`config.mk`:
```
export PLATFORM = sky130hd
export DESIGN_NAME = button_debounce_long_press
export DESIGN_NICKNAME = d
export VERILOG_FILES = /design/src/hw/rtl/bdlp_pkg.sv /design/src/hw/rtl/bdlp_debounce.sv /design/src/hw/rtl/bdlp_hold.sv /design/src/hw/rtl/button_debounce_long_press.sv
export SDC_FILE = /design/constraint.sdc
export NUM_CORES = 1
export LEC_CHECK = 0
export ABC_AREA = 1
export ABC_CLOCK_PERIOD_IN_PS = 5300
export BUFFER_PORTS_ARGS = -buffer_cell sky130_fd_sc_hd__buf_2
export CAP_MARGIN = 20
export CORE_ASPECT_RATIO = 0.8
export CORE_UTILIZATION = 50
export DETAILED_ROUTE_END_ITERATION = 16
export PLACE_DENSITY = 0.71
export SYNTH_ARGS = -nofsm -noshare
export SYNTH_HDL_FRONTEND = slang
export SYNTH_SLANG_ARGS = --single-unit
```
`constraint.sdc`:
```
create_clock -name i_clk -period 5.3 [get_ports i_clk]
set_input_delay 0.795 -clock i_clk [delete_from_list [all_inputs] [get_ports i_clk]]
set_output_delay 0.795 -clock i_clk [all_outputs]
set_load 0.02 [all_outputs]
```
`src/hw/rtl/bdlp_pkg.sv`:
```
// Shared types and constants for the button debouncer with long press detection.
// Used by bdlp_debounce, bdlp_hold and button_debounce_long_press.
`default_nettype none
package bdlp_pkg;

    localparam int SETTLE_COUNT_BITS_DEF = 16;
    localparam int HOLD_COUNT_BITS_DEF   = 24;

    localparam int DEBOUNCE_W   = 16;
    localparam int HOLD_TICKS_W = 24;

    localparam int APB_ADDR_W = 4;
    localparam int APB_DATA_W = 32;
    localparam int TDATA_W    = 8;

    localparam logic [DEBOUNCE_W-1:0]   DEBOUNCE_RST  = DEBOUNCE_W'(50);
    localparam logic [HOLD_TICKS_W-1:0] LONG_RST      = HOLD_TICKS_W'(4000);
    localparam logic [HOLD_TICKS_W-1:0] VERY_LONG_RST = HOLD_TICKS_W'(10000);
    localparam logic                    ACTIVE_LOW_RST = 1'b1;
    localparam logic                    IDLE_LEVEL     = 1'b1;

    typedef enum logic [1:0] {
        REG_DEBOUNCE   = 2'd0,
        REG_LONG       = 2'd1,
        REG_VERY_LONG  = 2'd2,
        REG_ACTIVE_LOW = 2'd3
    } t_reg_idx;

    typedef struct packed {
        logic edge_seen;
        logic press_start;
        logic pressed;
    } t_deb_status;

    typedef struct packed {
        logic very_long_event;
        logic long_event;
    } t_hold_events;

    typedef struct packed {
        logic very_long_event;
        logic long_event;
        logic is_pressed;
        logic edge_seen;
    } t_result;

endpackage
`default_nettype wire

```
`src/hw/rtl/bdlp_debounce.sv`:
```
// Raw level tracking, saturating settle counter and stable level acceptance.
// Depends on bdlp_pkg.
`default_nettype none
module bdlp_debounce import bdlp_pkg::*; #(
    parameter int SETTLE_COUNT_BITS = SETTLE_COUNT_BITS_DEF
) (
    input  wire logic                  i_clk,
    input  wire logic                  i_rst_n,
    input  wire logic                  i_step,
    input  wire logic                  i_level,
    input  wire logic [DEBOUNCE_W-1:0] i_debounce_ticks,
    input  wire logic                  i_active_low,
    output t_deb_status                o_status,
    output logic                       o_stable_level
);

    localparam int CMP_W = (SETTLE_COUNT_BITS > DEBOUNCE_W) ? SETTLE_COUNT_BITS : DEBOUNCE_W;

    logic                         r_raw_last, n_raw_last;
    logic                         r_stable, n_stable;
    logic [SETTLE_COUNT_BITS-1:0] r_settle, n_settle;
    logic                         accept;

    always_comb begin
        n_raw_last = i_level;
        if (i_level != r_raw_last) begin
            n_settle = '0;
        end else if (r_settle != '1) begin
            n_settle = r_settle + 1'b1;
        end else begin
            n_settle = r_settle;
        end
        accept   = (CMP_W'(n_settle) > CMP_W'(i_debounce_ticks)) && (i_level != r_stable);
        n_stable = accept ? i_level : r_stable;

        o_status.edge_seen   = accept;
        o_status.press_start = accept && (i_level ^ i_active_low);
        o_status.pressed     = n_stable ^ i_active_low;
    end

    always_ff @(posedge i_clk) begin
        if (!i_rst_n) begin
            r_raw_last <= IDLE_LEVEL;
            r_stable   <= IDLE_LEVEL;
            r_settle   <= '0;
        end else if (i_step) begin
            r_raw_last <= n_raw_last;
            r_stable   <= n_stable;
            r_settle   <= n_settle;
        end
    end

    assign o_stable_level = r_stable;

endmodule
`default_nettype wire

```
`src/hw/rtl/bdlp_hold.sv`:
```
// Saturating hold timer with once-per-press long and very long events.
// Depends on bdlp_pkg.
`default_nettype none
module bdlp_hold import bdlp_pkg::*; #(
    parameter int HOLD_COUNT_BITS = HOLD_COUNT_BITS_DEF
) (
    input  wire logic                    i_clk,
    input  wire logic                    i_rst_n,
    input  wire logic                    i_step,
    input  wire t_deb_status             i_status,
    input  wire logic [HOLD_TICKS_W-1:0] i_long_ticks,
    input  wire logic [HOLD_TICKS_W-1:0] i_very_long_ticks,
    output t_hold_events                 o_events
);

    localparam int CMP_W = (HOLD_COUNT_BITS > HOLD_TICKS_W) ? HOLD_COUNT_BITS : HOLD_TICKS_W;

    logic [HOLD_COUNT_BITS-1:0] r_hold, n_hold;
    logic                       r_active, n_active;
    logic                       r_long_done, n_long_done;
    logic                       r_very_done, n_very_done;

    always_comb begin
        n_hold      = (r_active && (r_hold != '1)) ? r_hold + 1'b1 : r_hold;
        n_active    = r_active;
        n_long_done = r_long_done;
        n_very_done = r_very_done;
        o_events    = '0;

        if (i_status.press_start) begin
            n_hold      = '0;
            n_active    = 1'b1;
            n_long_done = 1'b0;
            n_very_done = 1'b0;
        end

        if (i_status.pressed && n_active) begin
            if (!n_very_done && (CMP_W'(n_hold) >= CMP_W'(i_very_long_ticks))) begin
                n_very_done              = 1'b1;
                o_events.very_long_event = 1'b1;
            end else if (!n_long_done && (CMP_W'(n_hold) >= CMP_W'(i_long_ticks))) begin
                n_long_done         = 1'b1;
                o_events.long_event = 1'b1;
            end
        end
    end

    always_ff @(posedge i_clk) begin
        if (!i_rst_n) begin
            r_hold      <= '0;
            r_active    <= 1'b0;
            r_long_done <= 1'b0;
            r_very_done <= 1'b0;
        end else if (i_step) begin
            r_hold      <= n_hold;
            r_active    <= n_active;
            r_long_done <= n_long_done;
            r_very_done <= n_very_done;
        end
    end

endmodule
`default_nettype wire

```
`src/hw/rtl/button_debounce_long_press.sv`:
```
// Button debouncer with long and very long press detection, top level.
// Each accepted input word loads its result word into the output register.
// Throughput: one word per cycle while the output is not stalled; state updates and the result register load on accept.
// Reset (synchronous, active low): registers to defaults, idle level, counters cleared.
// Depends on bdlp_pkg, bdlp_debounce and bdlp_hold.
`default_nettype none
module button_debounce_long_press import bdlp_pkg::*; #(
    parameter int HOLD_COUNT_BITS   = HOLD_COUNT_BITS_DEF,
    parameter int SETTLE_COUNT_BITS = SETTLE_COUNT_BITS_DEF
) (
    input  wire logic                  i_clk,
    input  wire logic                  i_rst_n,

    input  wire logic                  s_axis_tvalid,
    output logic                       s_axis_tready,
    input  wire logic [TDATA_W-1:0]    s_axis_tdata,   // [0] pin_level

    output logic                       m_axis_tvalid,
    input  wire logic                  m_axis_tready,
    output logic [TDATA_W-1:0]         m_axis_tdata,   // [0] edge_seen, [1] is_pressed,
                                                       // [2] long_event, [3] very_long_event

    input  wire logic                  psel,
    input  wire logic                  penable,
    input  wire logic                  pwrite,
    input  wire logic [APB_ADDR_W-1:0] paddr,
    input  wire logic [APB_DATA_W-1:0] pwdata,
    output logic [APB_DATA_W-1:0]      prdata,
    output logic                       pready
);

    logic [DEBOUNCE_W-1:0]   r_debounce_ticks;
    logic [HOLD_TICKS_W-1:0] r_long_ticks;
    logic [HOLD_TICKS_W-1:0] r_very_long_ticks;
    logic                    r_active_low;

    logic                    r_out_valid;
    t_result                 r_out;

    t_reg_idx                reg_idx;
    logic                    cfg_wr;
    logic                    step;
    t_deb_status             deb_status;
    t_hold_events            events;
    logic                    stable_level;

    assign pready  = 1'b1;
    assign reg_idx = t_reg_idx'(paddr[3:2]);
    assign cfg_wr  = psel && penable && pwrite && pready;

    always_ff @(posedge i_clk) begin
        if (!i_rst_n) begin
            r_debounce_ticks  <= DEBOUNCE_RST;
            r_long_ticks      <= LONG_RST;
            r_very_long_ticks <= VERY_LONG_RST;
            r_active_low      <= ACTIVE_LOW_RST;
        end else if (cfg_wr) begin
            unique case (reg_idx)
                REG_DEBOUNCE:   r_debounce_ticks  <= pwdata[DEBOUNCE_W-1:0];
                REG_LONG:       r_long_ticks      <= pwdata[HOLD_TICKS_W-1:0];
                REG_VERY_LONG:  r_very_long_ticks <= pwdata[HOLD_TICKS_W-1:0];
                REG_ACTIVE_LOW: r_active_low      <= pwdata[0];
            endcase
        end
    end

    always_comb begin
        unique case (reg_idx)
            REG_DEBOUNCE:   prdata = APB_DATA_W'(r_debounce_ticks);
            REG_LONG:       prdata = APB_DATA_W'(r_long_ticks);
            REG_VERY_LONG:  prdata = APB_DATA_W'(r_very_long_ticks);
            REG_ACTIVE_LOW: prdata = APB_DATA_W'(r_active_low);
        endcase
    end

    assign s_axis_tready = !r_out_valid || m_axis_tready;
    assign step          = s_axis_tvalid && s_axis_tready;

    bdlp_debounce #(
        .SETTLE_COUNT_BITS (SETTLE_COUNT_BITS)
    ) u_debounce (
        .i_clk            (i_clk),
        .i_rst_n          (i_rst_n),
        .i_step           (step),
        .i_level          (s_axis_tdata[0]),
        .i_debounce_ticks (r_debounce_ticks),
        .i_active_low     (r_active_low),
        .o_status         (deb_status),
        .o_stable_level   (stable_level)
    );

    bdlp_hold #(
        .HOLD_COUNT_BITS (HOLD_COUNT_BITS)
    ) u_hold (
        .i_clk             (i_clk),
        .i_rst_n           (i_rst_n),
        .i_step            (step),
        .i_status          (deb_status),
        .i_long_ticks      (r_long_ticks),
        .i_very_long_ticks (r_very_long_ticks),
        .o_events          (events)
    );

    always_ff @(posedge i_clk) begin
        if (!i_rst_n) begin
            r_out_valid <= 1'b0;
        end else if (step) begin
            r_out_valid <= 1'b1;
        end else if (m_axis_tready) begin
            r_out_valid <= 1'b0;
        end
    end

    always_ff @(posedge i_clk) begin
        if (step) begin
            r_out.edge_seen       <= deb_status.edge_seen;
            r_out.is_pressed      <= deb_status.pressed;
            r_out.long_event      <= events.long_event;
            r_out.very_long_event <= events.very_long_event;
        end
    end

    assign m_axis_tvalid = r_out_valid;
    assign m_axis_tdata  = TDATA_W'(r_out);

    a_one_event: assert property (@(posedge i_clk) disable iff (!i_rst_n)
        r_out_valid |-> !(r_out.long_event && r_out.very_long_event))
        else $error("long and very long events fired together");

    a_event_pressed: assert property (@(posedge i_clk) disable iff (!i_rst_n)
        r_out_valid && (r_out.long_event || r_out.very_long_event) |-> r_out.is_pressed)
        else $error("press event reported while released");

    a_edge_flips: assert property (@(posedge i_clk) disable iff (!i_rst_n)
        step && deb_status.edge_seen |=> stable_level != $past(stable_level))
        else $error("edge reported without stable level change");

    a_ready_empty: assert property (@(posedge i_clk) disable iff (!i_rst_n)
        !r_out_valid |-> s_axis_tready)
        else $error("input stalled with empty result register");

endmodule
`default_nettype wire
```
# Yosys cells after proc, flatten, opt, wreduce, memory -nomap -nowiden
# Index checks and enable logic that the tools add are counted.
# W data, S select, Z words.
# word_totals
input_bits	51
latch_bits	0
output_inout_bits	43
ramBits	0
romBits	0
register_bits	115
mem_count	0
# classes
n_reduce_logical	20
bitwise	3
order_cmp	3
shift	0
multipliers	0
eq_ne	7
div_mod_pow	0
muxes	18
add_sub_neg	2
# ops
cell	n
$pmux W32 S4	1
$ge A24 B24 Y1	2
$mux W24	2
$mux W16	2
$add A24 B1 Y24 const B	1
$ne A24 B24 Y1 const B	1
$add A16 B1 Y16 const B	1
$gt A16 B16 Y1	1
$ne A16 B16 Y1 const B	1
$mux W1	13
$logic_and A1 B1 Y1	9
$reduce_and A2 Y1	4
$eq A2 B2 Y1 const B	2
$logic_not A1 Y1	3
$eq A2 B1 Y1 const B	1
$logic_not A2 Y1	1
$ne A1 B1 Y1	2
$reduce_bool A2 Y1	1
$reduce_or A2 Y1	1
$xor A1 B1 Y1	2
$logic_or A1 B1 Y1	1
$not A1 Y1	1

# Depth between registers and ports, before layout
# Gate-level depths: netlist of the first run.
# depth
ltp_word	12
mapped_depth	35
mapped_depth_nobuf	35

# By module
# From an unflattened synthesis of the first run, not the netlist that was laid out.
# hier_totals
hier_cells	1318
area_unflattened_um2	8459.4
# modules_own_cells
mod	n_inst	area_per_inst_um2	cells_each
button_debounce_long_press	1	3355.7	496
bdlp_hold	1	3339.5	552
bdlp_debounce	1	1764.2	270

# Worst setup path after synthesis of the first run
# No wires, ideal clock.
# synth_timing
path_type	input port to flip-flop
from	in s_axis_tdata[0]
to	reg r_out, in the netlist m_axis_tdata[2] (data pin)
slack_ns	1.213
n_path_buf	2
setup_ns	0.259
arrival_time_ns	3.828
required_ns	5.041
path_stages	24
path_cell_list	xor2_1 -> inv_1 -> clkbuf_1 -> o21ai_0 -> inv_1 -> ha_1 -> nand2_1 -> nor3_1 -> nand2_1 -> nand2_1 -> nand3_2 -> buf_2 -> nand2_1 -> inv_1 -> ha_1 -> nand2_1 -> nor2_1 -> nand4_1 -> nor4_1 -> nand2_1 -> nand4_1 -> nand2_1 -> nand3_1 -> a21oi_1
# synth_via
elab_chain_cells	9
# synth_lines
item	line	source
from (decl)	button_debounce_long_press.sv:16	input wire logic [TDATA_W-1:0] s_axis_tdata,
$ne A1 B1 Y1 *	bdlp_debounce.sv:26	if (i_level != r_raw_last) begin
$mux W16 *	bdlp_debounce.sv:26	
via u_debounce.n_settle[14]	bdlp_debounce.sv:21	logic [SETTLE_COUNT_BITS-1:0] r_settle, n_settle;
$gt A16 B16 Y1 *	bdlp_debounce.sv:33	accept = (CMP_W'(n_settle) > CMP_W'(i_debounce_ticks)) && (i_level != r_stable);
$logic_and A1 B1 Y1 *	bdlp_debounce.sv:33	
$logic_and A1 B1 Y1 *	bdlp_debounce.sv:37	o_status.press_start = accept && (i_level ^ i_active_low);
$mux W24 *	bdlp_hold.sv:30	if (i_status.press_start) begin
via u_hold.n_hold[15]	bdlp_hold.sv:18	logic [HOLD_COUNT_BITS-1:0] r_hold, n_hold;
$ge A24 B24 Y1, on equally long branches	bdlp_hold.sv:41, bdlp_hold.sv:38	
$logic_and A1 B1 Y1, on equally long branches	bdlp_hold.sv:41, bdlp_hold.sv:38	
$mux W1 / $reduce_or A2 Y1 (equally long branches)	n/a	
to (decl)	button_debounce_long_press.sv:38	t_result r_out;
# Mark *: on every way through the listed nets, which the timed path passes. The rest lies on a longest branch.
# A chain may end at the register's enable or synchronous reset.

# Worst setup path after layout of the first run
# layout_timing
from	reg u_debounce.r_settle[2]
to	reg r_out, in the netlist m_axis_tdata[2] (data pin)
# layout_via
elab_chain_cells	10
# layout_lines
item	line	source
from (decl)	bdlp_debounce.sv:21	
from (signal assigned)	bdlp_debounce.sv:49	r_settle <= n_settle;
$add A16 B1 Y16 / $ne A16 B16 Y1 (equally long branches)	bdlp_debounce.sv:29, bdlp_debounce.sv:28	
$mux W16 *	bdlp_debounce.sv:28	end else if (r_settle != '1) begin
$mux W16 *	bdlp_debounce.sv:26	
via u_debounce.n_settle[11]	bdlp_debounce.sv:21	
$gt A16 B16 Y1 *	bdlp_debounce.sv:33	
$logic_and A1 B1 Y1 *	bdlp_debounce.sv:33	
$logic_and A1 B1 Y1 *	bdlp_debounce.sv:37	
$mux W24 *	bdlp_hold.sv:30	
via u_hold.n_hold[18]	bdlp_hold.sv:18	
$ge A24 B24 Y1, on equally long branches	bdlp_hold.sv:41, bdlp_hold.sv:38	
$logic_and A1 B1 Y1, on equally long branches	bdlp_hold.sv:41, bdlp_hold.sv:38	
$mux W1 / $reduce_or A2 Y1 (equally long branches)	n/a	
# Marks and branches as above.

==> reports/qor.yml, run 1 <==
placement:
  gp_congestion: 0.875
  place_hpwl_um: 13800
  dp_cells: 1261
  port_buffers: 63
critical_path:
  worst_path_max_delay_cell: "dfxtp_1"
  regToRegEndpoint: "m_axis_tdata[2]"
  critical_path.top_delay_family: "simple AND/OR/NAND/NOR gates"
  worstSetupStartpointType: "flip-flop"
  cp.depth: 30
  path_buf_inv: 5
  critPathMaxStageDelay_ps: 400
  path_max_fanout: 27
  r2r-start: "u_debounce.r_settle[2]"
  critPathCaptureType: "flip-flop"
  cp_data_arrival_time_ps: 4870
  worstPathRequired_ps: 5470
  endpoint: "m_axis_tdata[2]"
  crit_start: "u_debounce.r_settle[2]"
  r2r_cells: 30
  worst-setup-path-type: "flip-flop to flip-flop"
  r2r_slack_ps: 610
  path_common_cell: "nand2_1"
synthesis:
  netlist_instances: 1040
  synth-simple-area-share_pct: 19.7
  muxShareOfSynthArea_pct: 0
  synth-compound-area-share_pct: 22.2
  synth_cell_types: 45
  synth_xor_area_share_pct: 2.64
  synth_seq_area_share_pct: 32.1
  synthFlopType: "dfxtp_1"
  yosysWarnings: 0
  synth-adder-area-share_pct: 11.3
  syn-cell-area_mm2: 0.00729
  ys_ff_latch: 115
  synth-async-reset-ratio_pct: 0
  synth_top_family_by_area: "compound AO/OA/AOI/OAI gates"
  synth-edff-count: 4
  syn_area_per_cell_um2: 7.01
global_routing:
  grt_pass1_wl_um: 31500
  grt_pass1_vias: 6443
  grt_max_degree: 72
  overflow: 0
  grtUsageTotal_pct: 26.9
  antenna_found_initial: 0
power:
  cellLeakagePower_nw: 3.95
  irDropWorstVdd_v: 0.000218
  powerDensity_mw_per_mm2: 320
timing:
  fin_setup_tns_ps: 0
  fin_crit_sh_pct: 88.6
  setup_viol: 0
  worst_pin_slew_ps: 1000
  final-hold-violation-count: 0
  rsz0062_at_grt: "false"
  slew_viol_final: 0
  whs_ps: 467
  max_freq_mhz: 213
  fin_crit_ps: 4690
  timing.max_slew.rel_slack_pct: 33.1
  clock_skew_ps: 12.3
clock_tree:
  cts_resized: 0
  cts_buffers: 17
  clkLatencyLatePin_ps: 420
  cts_tree: "yes"
  cts_hold_buf: 0
  clk_path_buf_depth: 2
  cts_sinks: 115
  clkTransAtPathRegs_ps: 60
  root_buffer: "clkbuf_16"
  post_cts_buffers: 0
  h-tree-depth: 4
routing:
  drc: 0
  top_layer_used: "met4"
  drtIter0Drc: 376
  wl_met3_um: 1080
  detail_route.wl_per_cell_um: 14.7
  viasPerCell: 5.41
  drt-total-wl_um: 18900
  wl_met1_um: 8500
  dr_wl_met2_um: 9120
  antenna_left: 0
  dr.pass1.iters: 5
  vias: 7000
layout:
  final_cell_mix: "nand2_1 (193), inv_1 (149), a21oi_1 (130)"
  areaGrowthSynthToFinish_pct: 15.5
  diodes: 0
  instances_no_fill: 1293
  layout.nets: 1214
  drive_gt1_share_pct: 12.3
  n_fill_cell: 1306
  layout_commonest_cell: "nand2_1"
floorplan:
  core_mm2: 0.0142
  top_level_ports: 94
  die_area_mm2: 0.0151
  die_w_um: 137
  initial_core_util_pct: 51.1
  rows: 39
  die_h_um: 110
job:
  cap_violations: 0
min_path:
  hold_class: "flip-flop to flip-flop"
  holdPathStages: 2
  hp-start: "u_hold.r_long_done"
outcome:
  status: "finished, final reports clean"
Yosys cell counts, types with 6 or more instances:
cell type | instances | share of area [%]
clkbuf_1 | 34 | 1.8
nand3_1 | 39 | 2.7
a21oi_1 | 130 | 8.9
dfxtp_1 | 111 | 30
inv_2 | 6 | 0.31
nor3_1 | 14 | 0.96
ha_1 | 66 | 11
nand4_1 | 17 | 1.5
xor2_1 | 7 | 0.84
o22ai_1 | 8 | 0.69
xnor2_1 | 15 | 1.8
nand2_1 | 193 | 9.9
o21ai_0 | 111 | 7.6
inv_1 | 150 | 7.7
nor2_1 | 39 | 2.0
o221ai_1 | 16 | 1.9
buf_4 | 14 | 1.4
o211ai_1 | 20 | 2.1
through the flow:
stage | setup WS [ps] | power, mW | utilization, % | cell area, um2
after floorplan | 1210 | 1.28 | - | 7330
after global placement | 618 | 1.41 | 54.4 | 7750
after detailed placement | 529 | 1.42 | 54.4 | 7750
after CTS | 601 | 2.70 | 58.9 | 8400
after global routing | 182 | 2.82 | 59.1 | 8420
final | 606 | 2.70 | 59.1 | 8420
routing by layer:
metal / global-route usage (%) / up-vias
met5: 0 / -
met4: 6.67 / 0
met3: 5.90 / 25
met2: 46.8 / 201
met1: 33.8 / 3188
li1: - / 3586
power by group:
part           switching [mW]  total [mW]  internal (mW)
clock                   0.418        1.29          0.867
sequential             0.0344       0.946          0.911
combinational           0.300       0.467          0.167
registers in the layout (all words and copies together) (netlist names):
| register | count |
|---|---|
| u_debounce.o_stable_level | 1 |
| r_very_long_ticks | 24 |
| u_hold.r_active | 1 |
| u_debounce.r_settle | 16 |
| r_active_low | 1 |
| r_debounce_ticks | 16 |
| u_hold.r_long_done | 1 |
| m_axis_tvalid | 1 |
| u_hold.r_very_done | 1 |
| u_hold.r_hold | 24 |
| r_long_ticks | 24 |
| u_debounce.r_raw_last | 1 |
| m_axis_tdata | 4 |
worst reg2reg max path: cells and delay by family (launching register included):
| kind | cells | cell delay [ps] |
|---|---|---|
| buf+inv | 5 | 530 |
| xor+xnor | 1 | 130 |
| compound gates | 2 | 140 |
| fa+ha+maj | 2 | 590 |
| flops | 1 | 400 |
| simple gates | 20 | 2670 |
how the worst min path moves through the flow:
stage | to | slack, ps
6_report | u_hold.r_long_done | 470
5_1_grt | u_hold.r_very_done | 500
4_1_cts | u_hold.r_long_done | 470
3_5_place_dp | u_hold.r_long_done | 460
3_3_place_gp | u_hold.r_very_done | 460
2_1_floorplan | u_hold.r_very_done | 450
cell type report:
type / count / area (um2) / area share (%)
repair buffers: 82 / 483 / 5.74
flip-flops and latches: 115 / 2340 / 27.8
multi-input cells: 723 / 4120 / 49.0
clock buffers: 21 / 470 / 5.59
well taps: 184 / 230 / 2.73
clock inverters: 10 / 179 / 2.13
inverters: 158 / 593 / 7.04
kinds of logic (layout without fill, tap and decap cells):
| kind of cell | Yosys count | after routing |
|---|---|---|
| and+or+nand+nor | 327 | 327 |
| adders and majority gates | 66 | 66 |
| AOI/OAI and AO/OA | 295 | 295 |
| xor gates and xnor gates | 22 | 22 |
| buffers and inverters | 213 | 271 |
| other | 2 | 13 |
| DFF | 115 | 115 |
(Power assumes the default switching activity.)
==> run 2, diff against run 1 <==
--- a/config.mk
+++ b/config.mk
@@ -9,10 +9,12 @@
 export ABC_CLOCK_PERIOD_IN_PS = 5300
 export BUFFER_PORTS_ARGS = -buffer_cell sky130_fd_sc_hd__buf_2
 export CAP_MARGIN = 20
+export CELL_PAD_IN_SITES_DETAIL_PLACEMENT = 0
+export CELL_PAD_IN_SITES_GLOBAL_PLACEMENT = 2
 export CORE_ASPECT_RATIO = 0.8
-export CORE_UTILIZATION = 50
+export CORE_UTILIZATION = 33
 export DETAILED_ROUTE_END_ITERATION = 16
-export PLACE_DENSITY = 0.71
+export PLACE_DENSITY_LB_ADDON = 0.1
 export SYNTH_ARGS = -nofsm -noshare
 export SYNTH_HDL_FRONTEND = slang
 export SYNTH_SLANG_ARGS = --single-unit
==> run 2 against run 1 <==
- critical path depth shrank 2
- design area grew 0.39%
- routed wire length increased by 18%
- clock skew shrank 0.99 ps
- sequential power is essentially flat
- sequential share of layout area shrank 0.092 points
- setup slack worse by 160 ps
- non-clock buffer count is 6 lower
- sequential cell count unchanged
- utilization shrank 20 points
- combinational power grew 3%
- total power decreased by 3.5%
- largest cell class unchanged
==> reports/qor.yml, run 2 (synthesized netlist as in run 1, its figures left out) <==
outcome:
  status: "finished, final reports clean"
routing:
  antenna_left: 0
  drc: 0
  dr.pass1.iters: 4
  vias: 6691
  drtIter0Drc: 388
  detail_route.wl_per_cell_um: 16.2
  drt-total-wl_um: 22400
  viasPerCell: 4.85
critical_path:
  worstPathRequired_ps: 5470
  cp_data_arrival_time_ps: 5020
  worst-setup-path-type: "flip-flop to flip-flop"
  worstSetupStartpointType: "flip-flop"
  path_common_cell: "nand2_1"
  critPathCaptureType: "flip-flop"
  critPathMaxStageDelay_ps: 400
  path_max_fanout: 24
  worst_path_max_delay_cell: "dfxtp_1"
clock_tree:
  cts_buffers: 17
  cts_hold_buf: 0
  root_buffer: "clkbuf_16"
  cts_sinks: 115
  cts_tree: "yes"
  h-tree-depth: 4
  clkLatencyLatePin_ps: 430
  clkTransAtPathRegs_ps: 60
  clk_path_buf_depth: 2
layout:
  ff_latch_area_mm2: 0.00234
  fin_area_mm2: 0.00845
  areaGrowthSynthToFinish_pct: 16.0
  reg_top3: "r_long_ticks: 24 flops, r_very_long_ticks: 24 flops, u_hold.r_hold: 24 flops"
  layout.nets: 1208
  multiInputGateArea_mm2: 0.00413
  layout_commonest_cell: "nand2_1"
  n_fill_cell: 2346
  drive_gt1_share_pct: 12.2
  diodes: 0
  final_cell_mix: "nand2_1 (193), inv_1 (149), a21oi_1 (130)"
timing:
  setup_viol: 0
  timing.max_slew.rel_slack_pct: 30.7
  clock_skew_ps: 11.3
  max_freq_mhz: 206
  final-hold-violation-count: 0
  slew_viol_final: 0
  fin_crit_ps: 4850
  worst_pin_slew_ps: 1040
  fin_crit_sh_pct: 91.5
placement:
  place_area_mm2: 0.00784
  port_buffers: 63
  place_hpwl_um: 16800
  gp_congestion: 0.862
floorplan:
  die_w_um: 168
  rows: 48
  die_h_um: 135
  core_mm2: 0.0216
  die_area_mm2: 0.0227
  initial_core_util_pct: 33.7
  top_level_ports: 94
power:
  powerDensity_mw_per_mm2: 308
  cellLeakagePower_nw: 3.89
  switchingPower_mw: 0.815
  pwr-share-clk_pct: 45.2
  p_total_mw: 2.60
  swShare_pct: 31.3
  comb_power_share_pct: 18.4
  irDropWorstVdd_v: 0.000169
  seqPwrFrac_pct: 36.4
  p_int_mw: 1.79
global_routing:
  overflow: 0
  grt_pass1_vias: 6300
  grt_max_degree: 63
  antenna_found_initial: 0
  grt_pass1_wl_um: 35900
  grtUsageTotal_pct: 20.8
job:
  cap_violations: 0
min_path:
  hold_class: "flip-flop to flip-flop"
==> run 2: cell type report <==
cell class | count | share of cell area (%)
multi-input combinational | 723 | 48.9
timing repair buffer | 76 | 5.27
clock buffer | 19 | 5.24
tap | 275 | 4.07
inverter | 158 | 7.02
sequential | 115 | 27.7
clock inverter | 13 | 1.78
==> run 2: per-stage QoR <==
step / util [%] / setup TNS [ps] / std cells / setup slack, ps / hold WS [ps]
after floorplan: - / 0 / 1051 / 1210 / 445
after global placement: 36.1 / 0 / 1345 / 436 / 454
after detailed placement: 36.3 / 0 / 1346 / 383 / 460
after CTS: 39.0 / 0 / 1378 / 349 / 469
after global routing: 39.1 / -1.54 / 1379 / -1.54 / 505
final: 39.1 / 0 / 1379 / 448 / 471
==> run 2: per-layer routing <==
layer / up-vias / routed length [um] / global-route usage, %
li1: 3577 / - / -
met3: 15 / 776 / 3.60
met5: - / 0 / 0
met1: 2990 / 11800 / 30.0
met2: 109 / 9650 / 31.9
met4: 0 / 179 / 4.85
==> run 2: worst max-delay path, delay by kind of cell (launching register included) <==
family                   cells  cell delay, ps
AO/OA/AOI/OAI                1              50
flip-flops                   1             400
AND/OR/NAND/NOR             20            2940
XOR/XNOR                     1             130
buffers and inverters        4             450
adder cells (fa/ha/maj)      2             600
==> run 2: timing repair <==
item	in CTS	in global routing
buffers inserted	0	1
gates resized for setup	0	4
setup endpoints to repair	0	3
hold endpoints to repair	0	0
==> run 2: final timing paths <==
path	from	end	cells past startpoint	slack, ps
max	u_debounce.r_settle[2]	m_axis_tdata[2]	28	450
min	u_hold.r_very_done	u_hold.r_very_done	2	470
max reg2reg	u_debounce.r_settle[2]	m_axis_tdata[2]	28	450
min reg2reg	u_hold.r_very_done	u_hold.r_very_done	2	470
==> run 2: power groups by stage <==
stage	registers, mW	clock network, mW	logic, mW
finish	0.946	1.18	0.479
global route	0.952	1.25	0.549
CTS	0.946	1.21	0.480
detailed placement	0.965	0	0.478
global placement	0.965	0	0.473
floorplan	0.958	0	0.325
